==> config.mk <==
export PLATFORM = sky130hd
export DESIGN_NAME = modular_matrix_power_flat
export DESIGN_NICKNAME = d
export VERILOG_FILES = /design/src/mmp_pkg.sv /design/src/mmp_if.sv /design/src/mmp_mulmod.sv /design/src/modular_matrix_power.sv /design/src/flat_wrapper.sv
export SDC_FILE = /design/constraint.sdc
export NUM_CORES = 2
export LEC_CHECK = 0
export BUFFER_PORTS_ARGS = -buffer_cell sky130_fd_sc_hd__buf_4
export CAP_MARGIN = 25
export CORE_ASPECT_RATIO = 1.25
export CORE_MARGIN = 1.5
export CORE_UTILIZATION = 60
export DETAILED_ROUTE_END_ITERATION = 7
export PLACE_DENSITY = 0.78
export SLEW_MARGIN = 20
export SYNTH_ARGS = -nofsm -noshare
export SYNTH_HDL_FRONTEND = slang
export SYNTH_SLANG_ARGS = --single-unit
==> constraint.sdc <==
create_clock -name clk -period 11.8 [get_ports clk]
set_clock_uncertainty 0.15 [all_clocks]
set_input_delay 2.36 -clock clk [delete_from_list [all_inputs] [get_ports clk]]
set_output_delay 2.36 -clock clk [all_outputs]
set_load 0.05 [all_outputs]
==> src/mmp_pkg.sv <==
`timescale 1ns / 1ps
`default_nettype none
// ----------------------------------------------------------------------------
// mmp_pkg
// Shared types and constants of the modular matrix power block.
// ----------------------------------------------------------------------------
package mmp_pkg;

    localparam int MAX_DIM = 4;
    localparam int IDX_W   = 2;
    localparam int CELLS   = MAX_DIM * MAX_DIM;
    localparam int CELL_W  = 2 * IDX_W;
    localparam int BANK_W  = 2;
    localparam int ADDR_W  = BANK_W + CELL_W;
    localparam int VAL_W   = 31;
    localparam int EXP_W   = 63;
    localparam int DIM_W   = 3;
    localparam int STEP_W  = 5;

    localparam logic [VAL_W-1:0] MODULUS_RESET = 31'd1000000007;
    localparam logic [DIM_W-1:0] DIM_RESET     = 3'd4;

    localparam logic REG_MODULUS = 1'b0;
    localparam logic REG_DIM     = 1'b1;

    typedef enum logic [BANK_W-1:0] {
        BANK_BASE = 2'd0,
        BANK_POW  = 2'd1,
        BANK_SQ   = 2'd2,
        BANK_TMP  = 2'd3
    } bank_t;

    typedef enum logic [3:0] {
        S_IDLE,
        S_LOAD_RED,
        S_INIT_POW,
        S_CP_RD,
        S_CP_WR,
        S_STEP,
        S_MM_RDA,
        S_MM_RDB,
        S_MM_MUL,
        S_MM_WAIT,
        S_OUT_RD,
        S_OUT_WR
    } state_t;

    typedef struct packed {
        logic             start;
        logic [VAL_W-1:0] a;
        logic [VAL_W-1:0] b;
    } mul_req_t;

    typedef struct packed {
        logic             done;
        logic [VAL_W-1:0] value;
    } mul_rsp_t;

endpackage
`default_nettype wire

==> src/mmp_if.sv <==
`timescale 1ns / 1ps
`default_nettype none
// ----------------------------------------------------------------------------
// mmp_if
// Channel interfaces: configuration writes, matrix loads and results.
// ----------------------------------------------------------------------------
interface mmp_cfg_if;
    logic        valid;
    logic        ready;
    logic        index;
    logic [30:0] data;
    modport source (output valid, output index, output data, input ready);
    modport sink   (input valid, input index, input data, output ready);
endinterface

interface mmp_load_if;
    logic        valid;
    logic        ready;
    logic [1:0]  row_index;
    logic [1:0]  col_index;
    logic [30:0] entry_value;
    logic [62:0] exponent;
    logic        last_entry;
    modport source (output valid, output row_index, output col_index,
                    output entry_value, output exponent, output last_entry,
                    input ready);
    modport sink   (input valid, input row_index, input col_index,
                    input entry_value, input exponent, input last_entry,
                    output ready);
endinterface

interface mmp_result_if;
    logic        valid;
    logic        ready;
    logic [1:0]  out_row;
    logic [1:0]  out_col;
    logic [30:0] out_value;
    logic        last_result;
    modport source (output valid, output out_row, output out_col,
                    output out_value, output last_result, input ready);
    modport sink   (input valid, input out_row, input out_col,
                    input out_value, input last_result, output ready);
endinterface
`default_nettype wire

==> src/mmp_mulmod.sv <==
`timescale 1ns / 1ps
`default_nettype none
// ----------------------------------------------------------------------------
// mmp_mulmod
// Bit-serial modular multiplier: reduces b modulo m one bit a cycle, then
// forms a*b modulo m by shift-and-add, MSB of a first.
// ----------------------------------------------------------------------------
module mmp_mulmod (
    input  wire logic               clk,
    input  wire logic               rst_n,
    input  wire mmp_pkg::mul_req_t  req,
    input  wire logic [30:0]        m,
    output mmp_pkg::mul_rsp_t       rsp
);
    import mmp_pkg::*;

    localparam logic [STEP_W-1:0] LAST_STEP = STEP_W'(VAL_W - 1);

    logic              busy_reg, busy_next;
    logic              phase_reg, phase_next;
    logic              done_reg, done_next;
    logic [STEP_W-1:0] cnt_reg, cnt_next;
    logic [VAL_W-1:0]  a_reg, a_next;
    logic [VAL_W-1:0]  b_reg, b_next;
    logic [VAL_W-1:0]  r_reg, r_next;
    logic [VAL_W-1:0]  acc_reg, acc_next;

    logic [VAL_W:0]    red_t;
    logic [VAL_W+1:0]  mul_t0, mul_t1, mul_t2;

    always_comb
    begin
        red_t  = {r_reg, b_reg[VAL_W-1]};
        if (red_t >= {1'b0, m})
        begin
            red_t = red_t - {1'b0, m};
        end
        mul_t0 = {1'b0, acc_reg, 1'b0} + (a_reg[VAL_W-1] ? {2'b00, r_reg} : '0);
        mul_t1 = (mul_t0 >= {2'b00, m}) ? mul_t0 - {2'b00, m} : mul_t0;
        mul_t2 = (mul_t1 >= {2'b00, m}) ? mul_t1 - {2'b00, m} : mul_t1;

        busy_next  = busy_reg;
        phase_next = phase_reg;
        done_next  = 1'b0;
        cnt_next   = cnt_reg;
        a_next     = a_reg;
        b_next     = b_reg;
        r_next     = r_reg;
        acc_next   = acc_reg;

        if (!busy_reg)
        begin
            if (req.start)
            begin
                busy_next  = 1'b1;
                phase_next = 1'b0;
                cnt_next   = '0;
                a_next     = req.a;
                b_next     = req.b;
                r_next     = '0;
                acc_next   = '0;
            end
        end
        else if (!phase_reg)
        begin
            // reduce b one bit a step
            r_next   = red_t[VAL_W-1:0];
            b_next   = {b_reg[VAL_W-2:0], 1'b0};
            cnt_next = cnt_reg + STEP_W'(1);
            if (cnt_reg == LAST_STEP)
            begin
                phase_next = 1'b1;
                cnt_next   = '0;
            end
        end
        else
        begin
            acc_next = mul_t2[VAL_W-1:0];
            a_next   = {a_reg[VAL_W-2:0], 1'b0};
            cnt_next = cnt_reg + STEP_W'(1);
            if (cnt_reg == LAST_STEP)
            begin
                busy_next = 1'b0;
                done_next = 1'b1;
            end
        end
    end

    always_ff @(posedge clk or negedge rst_n)
    begin
        if (!rst_n)
        begin
            busy_reg  <= 1'b0;
            phase_reg <= 1'b0;
            done_reg  <= 1'b0;
            cnt_reg   <= '0;
        end
        else
        begin
            busy_reg  <= busy_next;
            phase_reg <= phase_next;
            done_reg  <= done_next;
            cnt_reg   <= cnt_next;
        end
    end

    always_ff @(posedge clk)
    begin
        a_reg   <= a_next;
        b_reg   <= b_next;
        r_reg   <= r_next;
        acc_reg <= acc_next;
    end

    assign rsp.done  = done_reg;
    assign rsp.value = acc_reg;

endmodule
`default_nettype wire

==> src/modular_matrix_power.sv <==
`timescale 1ns / 1ps
`default_nettype none
// ----------------------------------------------------------------------------
// modular_matrix_power
// Modular matrix exponentiation by square-and-multiply over one scratch RAM.
// ----------------------------------------------------------------------------
//  channel  dir  carries                                          request
//  cfg      in   index (0 modulus, 1 dim_in_use), data            one write
//  load     in   row_index, col_index, entry_value, exponent,     one entry
//                last_entry
//  result   out  out_row, out_col, out_value, last_result         one entry
//
//  A load request passes the entry through the serial multiplier, which
//  reduces it modulo the modulus. The last entry then starts setup (an
//  identity matrix and a copy of the loaded one), then per exponent bit
//  one or two matrix products of n*n*n serial multiplies plus a copy
//  each. The serial multiplier and the one RAM read port set the pace.
//  Reset clears control state and the config registers; the RAM needs no clearing.
//  A stalled result holds in the output register; the next load is taken
//  while the final result still waits.
// ----------------------------------------------------------------------------
module modular_matrix_power (
    input  wire logic  clk,
    input  wire logic  rst_n,
    mmp_cfg_if.sink    cfg,
    mmp_load_if.sink   load,
    mmp_result_if.source result
);
    import mmp_pkg::*;

    localparam logic [CELL_W-1:0] CELL_LAST = CELL_W'(CELLS - 1);

    state_t            state_reg, state_next;
    logic [VAL_W-1:0]  mod_reg, mod_next;
    logic [DIM_W-1:0]  dim_reg, dim_next;
    logic [EXP_W-1:0]  exp_reg, exp_next;
    logic              did_mul_reg, did_mul_next;
    logic              init_cp_reg, init_cp_next;
    logic              last_reg, last_next;
    logic [IDX_W-1:0]  row_reg, row_next;
    logic [IDX_W-1:0]  col_reg, col_next;
    logic [IDX_W-1:0]  i_reg, i_next;
    logic [IDX_W-1:0]  j_reg, j_next;
    logic [IDX_W-1:0]  k_reg, k_next;
    logic [CELL_W-1:0] cp_reg, cp_next;
    logic [VAL_W-1:0]  sum_reg, sum_next;
    logic [VAL_W-1:0]  aval_reg, aval_next;
    bank_t             src_reg, src_next;
    bank_t             bsrc_reg, bsrc_next;
    bank_t             dst_reg, dst_next;

    logic              ovalid_reg, ovalid_next;
    logic [IDX_W-1:0]  orow_reg, orow_next;
    logic [IDX_W-1:0]  ocol_reg, ocol_next;
    logic [VAL_W-1:0]  oval_reg, oval_next;
    logic              olast_reg, olast_next;

    // scratch RAM: four banks of MAX_DIM x MAX_DIM entries
    logic [VAL_W-1:0]  mem [2**ADDR_W];
    logic [ADDR_W-1:0] rd_addr;
    logic [VAL_W-1:0]  rd_data_reg;
    logic              wr_en;
    logic [ADDR_W-1:0] wr_addr;
    logic [VAL_W-1:0]  wr_data;

    mul_req_t          mreq;
    mul_rsp_t          mrsp;
    logic [VAL_W-1:0]  m_eff;
    logic [VAL_W-1:0]  one_val;
    logic [IDX_W-1:0]  n_last;
    logic [VAL_W:0]    acc_sum;
    logic [VAL_W-1:0]  sum_red;
    logic              out_free;

    mmp_mulmod u_mulmod (
        .clk   (clk),
        .rst_n (rst_n),
        .req   (mreq),
        .m     (m_eff),
        .rsp   (mrsp)
    );

    // modulus below two acts as one; dimension clamps to 1..MAX_DIM
    assign m_eff   = (mod_reg < VAL_W'(2)) ? VAL_W'(1) : mod_reg;
    assign one_val = (m_eff == VAL_W'(1)) ? '0 : VAL_W'(1);
    always_comb
    begin
        if (dim_reg == '0)
        begin
            n_last = '0;
        end
        else if (dim_reg > DIM_W'(MAX_DIM))
        begin
            n_last = IDX_W'(MAX_DIM - 1);
        end
        else
        begin
            n_last = IDX_W'(dim_reg - DIM_W'(1));
        end
    end

    assign acc_sum  = {1'b0, sum_reg} + {1'b0, mrsp.value};
    assign sum_red  = (acc_sum >= {1'b0, m_eff}) ? VAL_W'(acc_sum - {1'b0, m_eff})
                                                 : acc_sum[VAL_W-1:0];
    assign out_free = !ovalid_reg || result.ready;

    assign cfg.ready  = 1'b1;
    assign load.ready = (state_reg == S_IDLE);

    always_comb
    begin
        mod_next = mod_reg;
        dim_next = dim_reg;
        if (cfg.valid)
        begin
            unique case (cfg.index)
                REG_MODULUS: mod_next = cfg.data;
                REG_DIM:     dim_next = cfg.data[DIM_W-1:0];
                default:     mod_next = mod_reg;
            endcase
        end
    end

    always_comb
    begin
        state_next   = state_reg;
        exp_next     = exp_reg;
        did_mul_next = did_mul_reg;
        init_cp_next = init_cp_reg;
        last_next    = last_reg;
        row_next     = row_reg;
        col_next     = col_reg;
        i_next       = i_reg;
        j_next       = j_reg;
        k_next       = k_reg;
        cp_next      = cp_reg;
        sum_next     = sum_reg;
        aval_next    = aval_reg;
        src_next     = src_reg;
        bsrc_next    = bsrc_reg;
        dst_next     = dst_reg;
        ovalid_next  = ovalid_reg && !result.ready;
        orow_next    = orow_reg;
        ocol_next    = ocol_reg;
        oval_next    = oval_reg;
        olast_next   = olast_reg;
        rd_addr      = '0;
        wr_en        = 1'b0;
        wr_addr      = '0;
        wr_data      = '0;
        mreq.start   = 1'b0;
        mreq.a       = aval_reg;
        mreq.b       = rd_data_reg;

        unique case (state_reg)
            S_IDLE:
            begin
                if (load.valid)
                begin
                    // reduce the entry as 1 * value modulo m
                    row_next   = load.row_index;
                    col_next   = load.col_index;
                    last_next  = load.last_entry;
                    exp_next   = load.exponent;
                    mreq.start = 1'b1;
                    mreq.a     = VAL_W'(1);
                    mreq.b     = load.entry_value;
                    state_next = S_LOAD_RED;
                end
            end
            S_LOAD_RED:
            begin
                if (mrsp.done)
                begin
                    wr_en   = 1'b1;
                    wr_addr = {BANK_BASE, row_reg, col_reg};
                    wr_data = mrsp.value;
                    cp_next = '0;
                    state_next = last_reg ? S_INIT_POW : S_IDLE;
                end
            end
            S_INIT_POW:
            begin
                wr_en   = 1'b1;
                wr_addr = {BANK_POW, cp_reg};
                wr_data = (cp_reg[CELL_W-1:IDX_W] == cp_reg[IDX_W-1:0] &&
                           cp_reg[IDX_W-1:0] <= n_last) ? one_val : '0;
                cp_next = cp_reg + CELL_W'(1);
                if (cp_reg == CELL_LAST)
                begin
                    // seed the running square with the loaded matrix
                    src_next     = BANK_BASE;
                    dst_next     = BANK_SQ;
                    init_cp_next = 1'b1;
                    did_mul_next = 1'b0;
                    state_next   = S_CP_RD;
                end
            end
            S_CP_RD:
            begin
                rd_addr    = {src_reg, cp_reg};
                state_next = S_CP_WR;
            end
            S_CP_WR:
            begin
                wr_en   = 1'b1;
                wr_addr = {dst_reg, cp_reg};
                wr_data = rd_data_reg;
                cp_next = cp_reg + CELL_W'(1);
                state_next = S_CP_RD;
                if (cp_reg == CELL_LAST)
                begin
                    state_next = S_STEP;
                    if (init_cp_reg)
                    begin
                        init_cp_next = 1'b0;
                    end
                    else if (dst_reg == BANK_POW)
                    begin
                        did_mul_next = 1'b1;
                    end
                    else
                    begin
                        exp_next     = exp_reg >> 1;
                        did_mul_next = 1'b0;
                    end
                end
            end
            S_STEP:
            begin
                i_next   = '0;
                j_next   = '0;
                k_next   = '0;
                sum_next = '0;
                if (exp_reg == '0)
                begin
                    state_next = S_OUT_RD;
                end
                else
                begin
                    if (exp_reg[0] && !did_mul_reg)
                    begin
                        src_next  = BANK_POW;
                        bsrc_next = BANK_SQ;
                        dst_next  = BANK_POW;
                    end
                    else
                    begin
                        src_next  = BANK_SQ;
                        bsrc_next = BANK_SQ;
                        dst_next  = BANK_SQ;
                    end
                    state_next = S_MM_RDA;
                end
            end
            S_MM_RDA:
            begin
                rd_addr    = {src_reg, i_reg, k_reg};
                state_next = S_MM_RDB;
            end
            S_MM_RDB:
            begin
                rd_addr    = {bsrc_reg, k_reg, j_reg};
                aval_next  = rd_data_reg;
                state_next = S_MM_MUL;
            end
            S_MM_MUL:
            begin
                mreq.start = 1'b1;
                state_next = S_MM_WAIT;
            end
            S_MM_WAIT:
            begin
                if (mrsp.done)
                begin
                    state_next = S_MM_RDA;
                    if (k_reg == n_last)
                    begin
                        // products land in the spare bank, then copy back
                        wr_en    = 1'b1;
                        wr_addr  = {BANK_TMP, i_reg, j_reg};
                        wr_data  = sum_red;
                        sum_next = '0;
                        k_next   = '0;
                        if (j_reg == n_last)
                        begin
                            j_next = '0;
                            if (i_reg == n_last)
                            begin
                                src_next   = BANK_TMP;
                                cp_next    = '0;
                                state_next = S_CP_RD;
                            end
                            else
                            begin
                                i_next = i_reg + IDX_W'(1);
                            end
                        end
                        else
                        begin
                            j_next = j_reg + IDX_W'(1);
                        end
                    end
                    else
                    begin
                        sum_next = sum_red;
                        k_next   = k_reg + IDX_W'(1);
                    end
                end
            end
            S_OUT_RD:
            begin
                rd_addr    = {BANK_POW, i_reg, j_reg};
                state_next = S_OUT_WR;
            end
            S_OUT_WR:
            begin
                rd_addr = {BANK_POW, i_reg, j_reg};
                if (out_free)
                begin
                    ovalid_next = 1'b1;
                    orow_next   = i_reg;
                    ocol_next   = j_reg;
                    oval_next   = rd_data_reg;
                    olast_next  = (i_reg == n_last) && (j_reg == n_last);
                    state_next  = S_OUT_RD;
                    if (j_reg == n_last)
                    begin
                        j_next = '0;
                        i_next = i_reg + IDX_W'(1);
                        if (i_reg == n_last)
                        begin
                            state_next = S_IDLE;
                        end
                    end
                    else
                    begin
                        j_next = j_reg + IDX_W'(1);
                    end
                end
            end
            default:
            begin
                state_next = S_IDLE;
            end
        endcase
    end

    always_ff @(posedge clk or negedge rst_n)
    begin
        if (!rst_n)
        begin
            state_reg   <= S_IDLE;
            mod_reg     <= MODULUS_RESET;
            dim_reg     <= DIM_RESET;
            exp_reg     <= '0;
            did_mul_reg <= 1'b0;
            init_cp_reg <= 1'b0;
            last_reg    <= 1'b0;
            ovalid_reg  <= 1'b0;
            i_reg       <= '0;
            j_reg       <= '0;
            k_reg       <= '0;
            cp_reg      <= '0;
        end
        else
        begin
            state_reg   <= state_next;
            mod_reg     <= mod_next;
            dim_reg     <= dim_next;
            exp_reg     <= exp_next;
            did_mul_reg <= did_mul_next;
            init_cp_reg <= init_cp_next;
            last_reg    <= last_next;
            ovalid_reg  <= ovalid_next;
            i_reg       <= i_next;
            j_reg       <= j_next;
            k_reg       <= k_next;
            cp_reg      <= cp_next;
        end
    end

    always_ff @(posedge clk)
    begin
        row_reg   <= row_next;
        col_reg   <= col_next;
        sum_reg   <= sum_next;
        aval_reg  <= aval_next;
        src_reg   <= src_next;
        bsrc_reg  <= bsrc_next;
        dst_reg   <= dst_next;
        orow_reg  <= orow_next;
        ocol_reg  <= ocol_next;
        oval_reg  <= oval_next;
        olast_reg <= olast_next;
    end

    // one write port, one registered read port
    always_ff @(posedge clk)
    begin
        if (wr_en)
        begin
            mem[wr_addr] <= wr_data;
        end
        rd_data_reg <= mem[rd_addr];
    end

    assign result.valid       = ovalid_reg;
    assign result.out_row     = orow_reg;
    assign result.out_col     = ocol_reg;
    assign result.out_value   = oval_reg;
    assign result.last_result = olast_reg;

endmodule
`default_nettype wire

==> src/flat_wrapper.sv <==
// flat-port wrapper written by rule: the top's interface ports become plain ports
module modular_matrix_power_flat import mmp_pkg::*;
  (clk, rst_n, cfg_valid, cfg_index, cfg_data, cfg_ready, load_valid, load_row_index, load_col_index, load_entry_value, load_exponent, load_last_entry, load_ready, result_valid, result_out_row, result_out_col, result_out_value, result_last_result, result_ready);
  mmp_cfg_if cfg_i ();
  mmp_load_if load_i ();
  mmp_result_if result_i ();
  input  wire logic clk;
  input  wire logic rst_n;
  input wire logic [$bits(cfg_i.valid)-1:0] cfg_valid;
  input wire logic [$bits(cfg_i.index)-1:0] cfg_index;
  input wire logic [$bits(cfg_i.data)-1:0] cfg_data;
  output wire logic [$bits(cfg_i.ready)-1:0] cfg_ready;
  input wire logic [$bits(load_i.valid)-1:0] load_valid;
  input wire logic [$bits(load_i.row_index)-1:0] load_row_index;
  input wire logic [$bits(load_i.col_index)-1:0] load_col_index;
  input wire logic [$bits(load_i.entry_value)-1:0] load_entry_value;
  input wire logic [$bits(load_i.exponent)-1:0] load_exponent;
  input wire logic [$bits(load_i.last_entry)-1:0] load_last_entry;
  output wire logic [$bits(load_i.ready)-1:0] load_ready;
  output wire logic [$bits(result_i.valid)-1:0] result_valid;
  output wire logic [$bits(result_i.out_row)-1:0] result_out_row;
  output wire logic [$bits(result_i.out_col)-1:0] result_out_col;
  output wire logic [$bits(result_i.out_value)-1:0] result_out_value;
  output wire logic [$bits(result_i.last_result)-1:0] result_last_result;
  input wire logic [$bits(result_i.ready)-1:0] result_ready;
  assign cfg_i.valid = cfg_valid;
  assign cfg_i.index = cfg_index;
  assign cfg_i.data = cfg_data;
  assign cfg_ready = cfg_i.ready;
  assign load_i.valid = load_valid;
  assign load_i.row_index = load_row_index;
  assign load_i.col_index = load_col_index;
  assign load_i.entry_value = load_entry_value;
  assign load_i.exponent = load_exponent;
  assign load_i.last_entry = load_last_entry;
  assign load_ready = load_i.ready;
  assign result_valid = result_i.valid;
  assign result_out_row = result_i.out_row;
  assign result_out_col = result_i.out_col;
  assign result_out_value = result_i.out_value;
  assign result_last_result = result_i.last_result;
  assign result_i.ready = result_ready;
  modular_matrix_power u_core (.clk(clk), .rst_n(rst_n), .cfg(cfg_i), .load(load_i), .result(result_i));
endmodule
==> metrics <==
outcome finished, final reports clean; Pleak 39.8 nW; Hold Fails Final Rpt 0; GR Overflow Total 0; Area Overhead vs Synth 12.0%; final WL 289000 um; # DRC 0; pre-CTS WS 1.38 ns; MaxCap Viol Count 0; htree depth 4; slowest CP cell or4b_1; GP Congestion 0.991; clk sink count 2368; Post-synth EDFFs 2214; CP Data Arrival Time 10.88 ns; Critical Path Start Type flop; CTS Hold Bufs 0; port bufs 173; flop2flop setup slack 1.34 ns; Post-Layout Cell Count 9007; sequential area share after synthesis 0.686; post-route clock period utilization 0.886; hold path startpoint u_core.u_mulmod.cnt_reg[4]$_DFFE_PN0P_; Synth Flop Type edfxtp_1; post-layout min period 10.46 ns; setup tns final 0 ns; Nets 6929; RSZ-0062 raised after global routing false; Async SR Flop Fraction 0.0519; TritonRoute pass-1 iters 6; Setup crit start u_core.u_mulmod.a_reg[30]$_DFFE_PP_; DP Wirelength 173000 um; PwrDens 313 mW/mm^2; fin util 0.676; Worst Slack Setup Final 1.34 ns; post-CTS setup buffer count 0; Routed Antenna Nets 0; R2R depth 33; hold path cells 1; Die Span Y 465 um; crit-path leading delay family compound AO/OA/AOI/OAI gates; Setup crit end kind flop; clock slew at reported path FFs 0.07 ns; final-report setup violation count 0; RR Startpoint u_core.u_mulmod.a_reg[30]$_DFFE_PP_; Site Rows 169; placed insts 8597; Worst-Skew Late Latency 0.89 ns; Slew headroom 0.127; Root Driver clkbuf_16; Worst Path Max Fanout 32; Cell Area, Synth 0.102 sq mm; WL met1 101000 um; WP data required 12.22 ns; Crit Path Class flop to flop; Die ar. 0.173 sq mm; FF+latch count, synth 2368; Vias 61956; Mapped Cells 6366; Worst Path Buf+Inv 1; Initial Utilization 0.604; top sig layer met5; Avg Inst Size Synth 16.1 sq um; initial antenna violation count 9; worst-margin pin slew 1.30 ns; reg2reg end u_core.u_mulmod.acc_reg[6]$_SDFFCE_PN0P_; first-pass GRT wire length 417000 um; CTS max path bufs 3; routed wl met2 142000 um; leading area contributor after synthesis edfxtp_1; Die Width 372 um; Crit path largest cell delay 0.88 ns; Worst VDD drop 0.545 mV; gr usage total 0.335; Syn Nets 6699; I/O pin cnt 175; vias per inst 6.88; share of the synthesized area in the top cell type 0.649; core footprint 0.170 sq mm; Worst Hold Endpoint u_core.u_mulmod.cnt_reg[4]$_DFFE_PN0P_; largest net degree at the start of global routing 134; Filler Cells Inserted 10780; Max Clock Freq 0.0956 GHz; final slew viol count 0; vias in the first global route 62412; Synth cell types 95; layout cells sized above 1 0.202; Post-CTS Resized 0; First DRT Iteration DRCs 7979; Synth area leaders edfxtp_1, mux4_2, dfrtp_1; CTS buffer count 213; met3 WL 25800 um; TritonCTS clock tree done; yosys warns 0; hold_ws 0.334 ns; Worst Hold Class flop to flop; drt wl/cell 32.1 um; max reg flops 1984
==> worst register-to-register path, delay by kind of cell (launching register included) <==
family | cells | cell delay, ns
simple gates | 11 | 3.52
buf+inv | 1 | 0.37
flops | 1 | 0.70
fa+ha+maj | 3 | 1.06
mux | 2 | 0.60
compound gates | 15 | 3.54
xor+xnor | 1 | 0.20
==> worst max-delay path by stage <==
stage	end	slack, ns	depth (start not counted)
6_report	u_core.u_mulmod.acc_reg[6]$_SDFFCE_PN0P_	1.34	33
5_1_grt	u_core.u_mulmod.acc_reg[30]$_SDFFCE_PN0P_	0.58	33
4_1_cts	u_core.u_mulmod.acc_reg[29]$_SDFFCE_PN0P_	1.35	33
3_5_place_dp	u_core.u_mulmod.acc_reg[3]$_SDFFCE_PN0P_	1.38	33
3_3_place_gp	u_core.u_mulmod.acc_reg[30]$_SDFFCE_PN0P_	1.45	34
2_1_floorplan	u_core.u_mulmod.acc_reg[11]$_SDFFCE_PN0P_	3.16	35
==> cell families (layout without fill, tap and decap cells) <==
logic type,count (synthesis),after routing,share of synthesized area
AO/OA/AOI/OAI,1156,1156,0.0736
other,1,7,0.0000366
multiplexers,621,621,0.121
buffers and inverters,413,825,0.0164
adder cells (fa/ha/maj),197,197,0.0245
AND/OR/NAND/NOR,1442,1442,0.0640
XOR/XNOR,168,168,0.0144
flip-flops,2368,2368,0.686
==> final cells by class <==
type	count	area, sq um	share of cell area
sequential	2368	70200	0.612
multi-input combinational	3585	31400	0.274
clock buffer	255	5630	0.0491
timing repair buffer	347	2930	0.0255
tap	2223	2780	0.0242
clock inverter	142	1450	0.0127
inverter	81	304	0.00265
antenna	6	15.0	0.000131
==> power by group <==
part	internal, mW	switching [mW]
combinational	7.08	10.6
sequential	10.5	0.649
clock	3.93	3.15
total	21.5	14.4
==> Yosys cell counts (all sizes together) (19+ instances only) <==
master and number:
a31oi 137, xnor2 107, nor4 35, dfxtp 31
dfrtp 106, ha 191, and2 175, clkbuf 222
a211oi 187, nand3 46, o21a 37, mux2 41
nand4 32, or3 19, nand2 655, nor2 325
a21oi 251, and3 24, inv 80, edfxtp 2214
a22oi 33, a311oi 63, mux2i 87, xor2 61
nor2b 25, o21bai 22, o21ai 240, mux4 493
a21o 62, nand2b 34, nor3 35, buf 110
==> metal layers <==
layer	global-route usage	up-vias
met2	0.545	3949
met1	0.421	31548
li1	-	25649
met3	0.0567	808
met5	0	-
met4	0.207	2
==> through the flow <==
step / power, mW / instance area [sq um]
after floorplan: 24.1 / 102000
after detailed placement: 28.5 / 107000
final: 35.9 / 115000
after global routing: 37.8 / 115000
after global placement: 28.4 / 107000
after CTS: 35.6 / 115000
==> cells in the final DEF (no fill, tap or decap), drive strengths merged, types with 175 or more instances in the layout <==
cell type	netlist	layout
a21oi	251	251
a211oi	187	187
buf	110	346
nand2	655	655
mux4	493	493
and2	175	175
nor2	325	325
edfxtp	2214	2214
o21ai	240	240
clkbuf	222	256
ha	191	191
(Power assumes the default switching activity.)
